[config.mk]
export PLATFORM = sky130hd
export DESIGN_NAME = gha_seq
export DESIGN_NICKNAME = d
export VERILOG_FILES = /design/src/hdl/gha_pkg.sv /design/src/hdl/gha_seq.sv
export SDC_FILE = /design/constraint.sdc
export NUM_CORES = 1
export LEC_CHECK = 0
export BUFFER_PORTS_ARGS = -buffer_cell sky130_fd_sc_hd__clkbuf_2
export CAP_MARGIN = 20
export CORE_MARGIN = 2
export CORE_UTILIZATION = 49
export CTS_CLUSTER_DIAMETER = 200
export DETAILED_ROUTE_END_ITERATION = 10
export PLACE_DENSITY = 0.75
export SYNTH_ARGS = -nofsm -noshare
export SYNTH_HDL_FRONTEND = slang
export SYNTH_SLANG_ARGS = --single-unit
[constraint.sdc]
create_clock -name clk -period 4.4 [get_ports clk]
set_input_delay 0.88 -clock clk [delete_from_list [all_inputs] [get_ports clk]]
set_output_delay 0.88 -clock clk [all_outputs]
set_load 0.01 [all_outputs]
[src/hdl/gha_pkg.sv]
// ============================================================================
// gha_pkg
// Shared types and constants of the generational handle allocator.
// ============================================================================
package gha_pkg;

    localparam int DEF_MAX_HANDLES = 1024;
    localparam int DEF_GEN_BITS    = 16;

    localparam logic KIND_CREATE  = 1'b0;
    localparam logic KIND_DESTROY = 1'b1;

    typedef enum logic [1:0] {
        STAT_CREATED   = 2'd0,
        STAT_DESTROYED = 2'd1,
        STAT_FULL      = 2'd2,
        STAT_STALE     = 2'd3
    } status_t;

    typedef enum logic [2:0] {
        ST_IDLE,
        ST_C_POOL,
        ST_C_GEN,
        ST_D_META,
        ST_D_SWAP,
        ST_D_FIN
    } state_t;

    // Port enables of the two memories.
    typedef struct packed {
        logic pool_rd;
        logic pool_wr;
        logic meta_rd;
        logic meta_wr_pos;
        logic meta_wr_gen;
    } mem_ctrl_t;

endpackage

[src/hdl/gha_seq.sv]
// ============================================================================
// gha_seq
// Sequencer: handshakes, counters, memory access steps and result register.
// ============================================================================
module gha_seq
    import gha_pkg::*;
#(
    parameter int MAX_HANDLES = DEF_MAX_HANDLES,
    parameter int GEN_BITS    = DEF_GEN_BITS
)
(
    input  logic                            clk,
    input  logic                            rst_n,
    input  logic                            in_valid,
    output logic                            in_stall,
    input  logic                            kind,
    input  logic [$clog2(MAX_HANDLES)-1:0]  handle_id,
    input  logic [GEN_BITS-1:0]             handle_gen,
    output logic                            out_valid,
    input  logic                            out_stall,
    output logic [1:0]                      status,
    output logic [$clog2(MAX_HANDLES)-1:0]  out_id,
    output logic [GEN_BITS-1:0]             out_gen,
    output logic [$clog2(MAX_HANDLES+1)-1:0] live_total,
    output mem_ctrl_t                       ctrl,
    output logic [$clog2(MAX_HANDLES)-1:0]  pool_rd_addr,
    output logic [$clog2(MAX_HANDLES)-1:0]  pool_wr_addr,
    output logic [$clog2(MAX_HANDLES)-1:0]  pool_wr_data,
    output logic [$clog2(MAX_HANDLES)-1:0]  meta_rd_addr,
    output logic [$clog2(MAX_HANDLES)-1:0]  meta_wr_addr,
    output logic [$clog2(MAX_HANDLES)-1:0]  meta_wr_pos,
    output logic [GEN_BITS-1:0]             meta_wr_gen,
    input  logic [$clog2(MAX_HANDLES)-1:0]  pool_rd_data,
    input  logic [$clog2(MAX_HANDLES)-1:0]  meta_rd_pos,
    input  logic [GEN_BITS-1:0]             meta_rd_gen
);

    localparam int ID_W    = $clog2(MAX_HANDLES);
    localparam int COUNT_W = $clog2(MAX_HANDLES + 1);

    state_t               state_reg, state_next;
    logic [COUNT_W-1:0]   live_reg, live_next;
    logic [COUNT_W-1:0]   fresh_reg, fresh_next;
    logic                 out_valid_reg, out_valid_next;

    status_t              status_reg, status_next;
    logic [ID_W-1:0]      out_id_reg, out_id_next;
    logic [GEN_BITS-1:0]  out_gen_reg, out_gen_next;
    logic [COUNT_W-1:0]   live_total_reg, live_total_next;
    logic [ID_W-1:0]      hid_reg, hid_next;
    logic [GEN_BITS-1:0]  hgen_reg, hgen_next;
    logic [ID_W-1:0]      id_reg, id_next;
    logic [ID_W-1:0]      pos_reg, pos_next;
    logic [GEN_BITS-1:0]  gen_reg, gen_next;

    logic                 accept;
    logic [COUNT_W-1:0]   live_inc;
    logic [COUNT_W-1:0]   live_dec;
    logic [ID_W-1:0]      last_pos;

    assign in_stall = !(state_reg == ST_IDLE && (!out_valid_reg || !out_stall));
    assign accept   = in_valid && !in_stall;
    assign live_inc = live_reg + COUNT_W'(1);
    assign live_dec = live_reg - COUNT_W'(1);
    assign last_pos = live_dec[ID_W-1:0];

    always_ff @(posedge clk or negedge rst_n)
    begin
        if (!rst_n)
        begin
            state_reg     <= ST_IDLE;
            live_reg      <= '0;
            fresh_reg     <= '0;
            out_valid_reg <= 1'b0;
        end
        else
        begin
            state_reg     <= state_next;
            live_reg      <= live_next;
            fresh_reg     <= fresh_next;
            out_valid_reg <= out_valid_next;
        end
    end

    always_ff @(posedge clk)
    begin
        status_reg     <= status_next;
        out_id_reg     <= out_id_next;
        out_gen_reg    <= out_gen_next;
        live_total_reg <= live_total_next;
        hid_reg        <= hid_next;
        hgen_reg       <= hgen_next;
        id_reg         <= id_next;
        pos_reg        <= pos_next;
        gen_reg        <= gen_next;
    end

    always_comb
    begin
        state_next      = state_reg;
        live_next       = live_reg;
        fresh_next      = fresh_reg;
        out_valid_next  = out_valid_reg && out_stall;
        status_next     = status_reg;
        out_id_next     = out_id_reg;
        out_gen_next    = out_gen_reg;
        live_total_next = live_total_reg;
        hid_next        = hid_reg;
        hgen_next       = hgen_reg;
        id_next         = id_reg;
        pos_next        = pos_reg;
        gen_next        = gen_reg;
        ctrl            = '0;
        pool_rd_addr    = '0;
        pool_wr_addr    = '0;
        pool_wr_data    = '0;
        meta_rd_addr    = '0;
        meta_wr_addr    = '0;
        meta_wr_pos     = '0;
        meta_wr_gen     = '0;

        case (state_reg)
            ST_IDLE:
            begin
                if (accept)
                begin
                    hid_next  = handle_id;
                    hgen_next = handle_gen;
                    if (kind == KIND_CREATE)
                    begin
                        if (live_reg < fresh_reg)
                        begin
                            // A dead id waits just past the live section.
                            ctrl.pool_rd = 1'b1;
                            pool_rd_addr = live_reg[ID_W-1:0];
                            state_next   = ST_C_POOL;
                        end
                        else if (fresh_reg < COUNT_W'(MAX_HANDLES))
                        begin
                            ctrl.pool_wr     = 1'b1;
                            ctrl.meta_wr_pos = 1'b1;
                            ctrl.meta_wr_gen = 1'b1;
                            pool_wr_addr     = fresh_reg[ID_W-1:0];
                            pool_wr_data     = fresh_reg[ID_W-1:0];
                            meta_wr_addr     = fresh_reg[ID_W-1:0];
                            meta_wr_pos      = fresh_reg[ID_W-1:0];
                            meta_wr_gen      = '0;
                            fresh_next       = fresh_reg + COUNT_W'(1);
                            live_next        = live_inc;
                            out_valid_next   = 1'b1;
                            status_next      = STAT_CREATED;
                            out_id_next      = fresh_reg[ID_W-1:0];
                            out_gen_next     = '0;
                            live_total_next  = live_inc;
                        end
                        else
                        begin
                            out_valid_next  = 1'b1;
                            status_next     = STAT_FULL;
                            out_id_next     = '0;
                            out_gen_next    = '0;
                            live_total_next = live_reg;
                        end
                    end
                    else
                    begin
                        if (COUNT_W'(handle_id) < fresh_reg)
                        begin
                            ctrl.meta_rd = 1'b1;
                            meta_rd_addr = handle_id;
                            state_next   = ST_D_META;
                        end
                        else
                        begin
                            out_valid_next  = 1'b1;
                            status_next     = STAT_STALE;
                            out_id_next     = '0;
                            out_gen_next    = '0;
                            live_total_next = live_reg;
                        end
                    end
                end
            end

            ST_C_POOL:
            begin
                ctrl.meta_rd = 1'b1;
                meta_rd_addr = pool_rd_data;
                id_next      = pool_rd_data;
                state_next   = ST_C_GEN;
            end

            ST_C_GEN:
            begin
                ctrl.meta_wr_gen = 1'b1;
                meta_wr_addr     = id_reg;
                meta_wr_gen      = meta_rd_gen + GEN_BITS'(1);
                live_next        = live_inc;
                out_valid_next   = 1'b1;
                status_next      = STAT_CREATED;
                out_id_next      = id_reg;
                out_gen_next     = meta_rd_gen + GEN_BITS'(1);
                live_total_next  = live_inc;
                state_next       = ST_IDLE;
            end

            ST_D_META:
            begin
                if (COUNT_W'(meta_rd_pos) < live_reg && meta_rd_gen == hgen_reg)
                begin
                    pos_next     = meta_rd_pos;
                    gen_next     = meta_rd_gen;
                    ctrl.pool_rd = 1'b1;
                    pool_rd_addr = last_pos;
                    state_next   = ST_D_SWAP;
                end
                else
                begin
                    out_valid_next  = 1'b1;
                    status_next     = STAT_STALE;
                    out_id_next     = '0;
                    out_gen_next    = '0;
                    live_total_next = live_reg;
                    state_next      = ST_IDLE;
                end
            end

            ST_D_SWAP:
            begin
                // The last live id moves into the freed slot.
                ctrl.pool_wr     = 1'b1;
                ctrl.meta_wr_pos = 1'b1;
                pool_wr_addr     = pos_reg;
                pool_wr_data     = pool_rd_data;
                meta_wr_addr     = pool_rd_data;
                meta_wr_pos      = pos_reg;
                state_next       = ST_D_FIN;
            end

            ST_D_FIN:
            begin
                ctrl.pool_wr     = 1'b1;
                ctrl.meta_wr_pos = 1'b1;
                ctrl.meta_wr_gen = 1'b1;
                pool_wr_addr     = last_pos;
                pool_wr_data     = hid_reg;
                meta_wr_addr     = hid_reg;
                meta_wr_pos      = last_pos;
                meta_wr_gen      = gen_reg + GEN_BITS'(1);
                live_next        = live_dec;
                out_valid_next   = 1'b1;
                status_next      = STAT_DESTROYED;
                out_id_next      = '0;
                out_gen_next     = '0;
                live_total_next  = live_dec;
                state_next       = ST_IDLE;
            end

            default:
            begin
                state_next = ST_IDLE;
            end
        endcase
    end

    assign out_valid  = out_valid_reg;
    assign status     = status_reg;
    assign out_id     = out_id_reg;
    assign out_gen    = out_gen_reg;
    assign live_total = live_total_reg;

endmodule

==> run metrics <==
register area share after synthesis=slightly below 50%; Worst Path Required=3.52 ns; VDD IR max=~0.28 mV; Synth Instances=about 700; status=finished clean; remaining antenna violation count=0; Clock Tree Buf Depth=2; leakage=slightly below 4 nW; mux share of post-synthesis cell area=0.3018%; DRC viols=0; worst r2r src=live_reg[6]$_DFFE_PN0P_; H-tree depth=4; nets@finish=between 900 and 1000; FILL cells=around 1200; Die Wd=roughly 130 um; RSZ-0062 raised after global routing=false; #FFs+latches synth=127; Post-Route Setup TNS=0 ns; kind of end point of the critical path=primary output; Slew HR=between 40% and 50%; CTS Root Cell=clkbuf_16; share of layout cells above drive strength 1=a little under a third; CP Max Fanout=12; crit start category=register; synthesized area=roughly 0.0075 mm^2; Core Rows=45; Die ar.=about 0.016 mm^2; Final Hold Viols=0; fraction of registers with async set/reset=20.47%; Placed Area=approximately 0.0086 mm^2; largest family of logic cells by synthesized area=compound AO/OA/AOI/OAI gates; R2R depth=9; Placed Cells=1044; HP Class=primary input to asynchronous set/reset pin; WP data arrival=3.35 ns; cell area after layout=between 0.009 and 0.01 mm^2; Synth Area in Simple Gates=approximately 14%; Area growth, synth to finish=24.07%; Worst-Margin Slew=approximately 0.86 ns; largest net degree at the start of global routing=35; Max Cap Violations=0; Overflow after GRT=0; post-synthesis cell type count=70; EDFF count, synth=101; Final setup viols=0; Final min period=about 4.2 ns; Pwr Total=0.004754 W; fraction of the mapped netlist area in adder cells=approximately 5.5%; core area=0.01503 mm^2; total global-route track usage=between 20% and 30%; worst clock skew=about 0.0084 ns; Slew Limit Fails=0; final worst-path cycle share=slightly below 100%; post-DP HPWL=15870 um; Area contributors post-synth=edfxtp_1 41%, dfrtp_1 8.7%, ha_1 5.5%; global-route wire length before repair=approximately 33000 um; post-detailed-routing wire length=21660 um; clk slew on worst S/H paths=around 0.06 ns; average wire per standard cell=20.11 um; GPL Wtd Cong=roughly 0.96; Pwr Density=a little over 500 mW/mm^2; CTS tree=built; via count=roughly 6500; DRT iter0 DRCs=757; initial antenna violation count=0; area share of the largest cell type after synthesis=between 40% and 50%; DIE HEIGHT=roughly 130 um; Port Buffers=roughly 190; Net Count, Synth=799; Post-CTS Setup Bufs=0; number of antenna diodes=0; Synth Flop Type=edfxtp_1; I/O Pins=approximately 190; register-to-register setup slack=roughly 1.2 ns; Synth Area in XOR/XNOR=between 7 and 8%; Initial Util=between 40% and 50%; reg2reg end=out_id[8]$_DFFE_PP_; compound-gate portion of the synthesized area=18.51%; largest area contributor in the netlist=edfxtp_1; total CTS buffers=17; synth warn=0; Non-Filler Instances=between 1000 and 1500; Peak Freq=~240 MHz; synthesized area per cell=10.68 um^2; clk sink count=~130; kind of critical path=register to primary output; DR pass1 iterations=5; vias per cell=between 6 and 7; worst skew pair latency=0.42 ns; vias in the first global route=approximately 6000
==> power breakdown <==
group,switching (W),leakage (nW),internal [W]
clock,0.000525,0.317,0.00106
combinational,0.000900,2.36,0.000541
sequential,0.000118,1.27,0.00161
total,0.00154,3.95,0.00321
==> synth_stat cells, types with 17 or more instances <==
cell	count
xnor2_1	37
nor3_1	17
o21ai_0	31
clkbuf_1	24
a21o_1	20
edfxtp_1	101
ha_1	33
inv_1	30
nand2_1	44
a21oi_1	39
nor2_1	37
dfrtp_1	26
xor2_1	23
a22o_1	23
o22ai_1	19
nand3_1	30
==> cell families (layout without fill, tap and decap cells) <==
| family | count (synthesis) | after routing |
|---|---|---|
| xor gates and xnor gates | 62 | 62 |
| DFF | 127 | 127 |
| buffers and inverters | 81 | 271 |
| adders and majority gates | 33 | 33 |
| and+or+nand+nor | 196 | 196 |
| muxes | 2 | 2 |
| AOI/OAI and AO/OA | 198 | 198 |
==> worst max-delay path by stage <==
| stage | startpoint | end | slack [ns] |
|---|---|---|---|
| floorplan | meta_rd_pos[5] | pool_rd_addr[0] | 0.40 |
| global placement | meta_rd_pos[5] | pool_rd_addr[9] | 0.57 |
| detailed placement | meta_rd_pos[5] | pool_rd_addr[5] | 0.57 |
| CTS | fresh_reg[8]$_DFFE_PN0P_ | meta_wr_addr[2] | 0.20 |
| global route | live_reg[6]$_DFFE_PN0P_ | pool_rd_addr[0] | 0.05 |
| finish | live_reg[6]$_DFFE_PN0P_ | pool_rd_addr[5] | 0.17 |
==> area by class of cell <==
type | count | area, um^2 | area share, %
Tap cell | 188 | 235.2 | 2.540
Clock inverter | 14 | 239.0 | 2.581
Multi-Input combinational cell | 491 | 3442 | 37.17
Timing Repair Buffer | 209 | 1119 | 12.08
Inverter | 30 | 112.6 | 1.216
Clock buffer | 18 | 429.2 | 4.635
Sequential cell | 127 | 3684 | 39.78
==> stage by stage <==
stage               setup WS [ns]  util, %  hold slack, ns
CTS                        0.1989    61.49          0.5391
detailed placement         0.5676    57.05          0.5416
finish                     0.1723    61.60          0.5178
global route              0.04960    61.60          0.5584
global placement           0.5689    57.05          0.5275
floorplan                  0.4020        -          0.4858
==> per-layer routing <==
metal | wire, um | track usage, % | share of wire, % | vias up
li1 | - | - | - | 2982
met1 | 8957 | 37.16 | 41 | 3101
met2 | 10120 | 40.23 | 47 | 342
met3 | 1983 | 6.491 | 9.2 | 54
met4 | 605 | 9.890 | 2.8 | 0
met5 | 0 | 0 | 0 | -
==> timing repair <==
item,in CTS,in global routing
hold buffers,0,0
endpoints found under the setup margin,0,6
gates resized for setup,0,1
==> placed cells by master (no fill, tap or decap), drive strengths merged, types with 13 or more instances in the layout <==
cell type and n:
inv 31, a21o 20, nor3 18, edfxtp 101, nand2 44, nand3 31
a22o 23, xnor2 39, ha 33, xor2 23, and3 13, o22ai 19
nor2 38, buf 21, a21oi 40, dfrtp 26, clkbuf 206, o21ai 34
==> critical path, cell delays in order, from the launching register on <==
cell       delay [ns]
dfrtp_1          0.63
inv_1            0.25
ha_1             0.35
and3_1           0.19
a221o_1          0.29
a31oi_1          0.25
o2111ai_2        0.17
inv_1            0.42
a221o_1          0.23
clkbuf_2         0.15
Power figures use the tool's default switching activity.
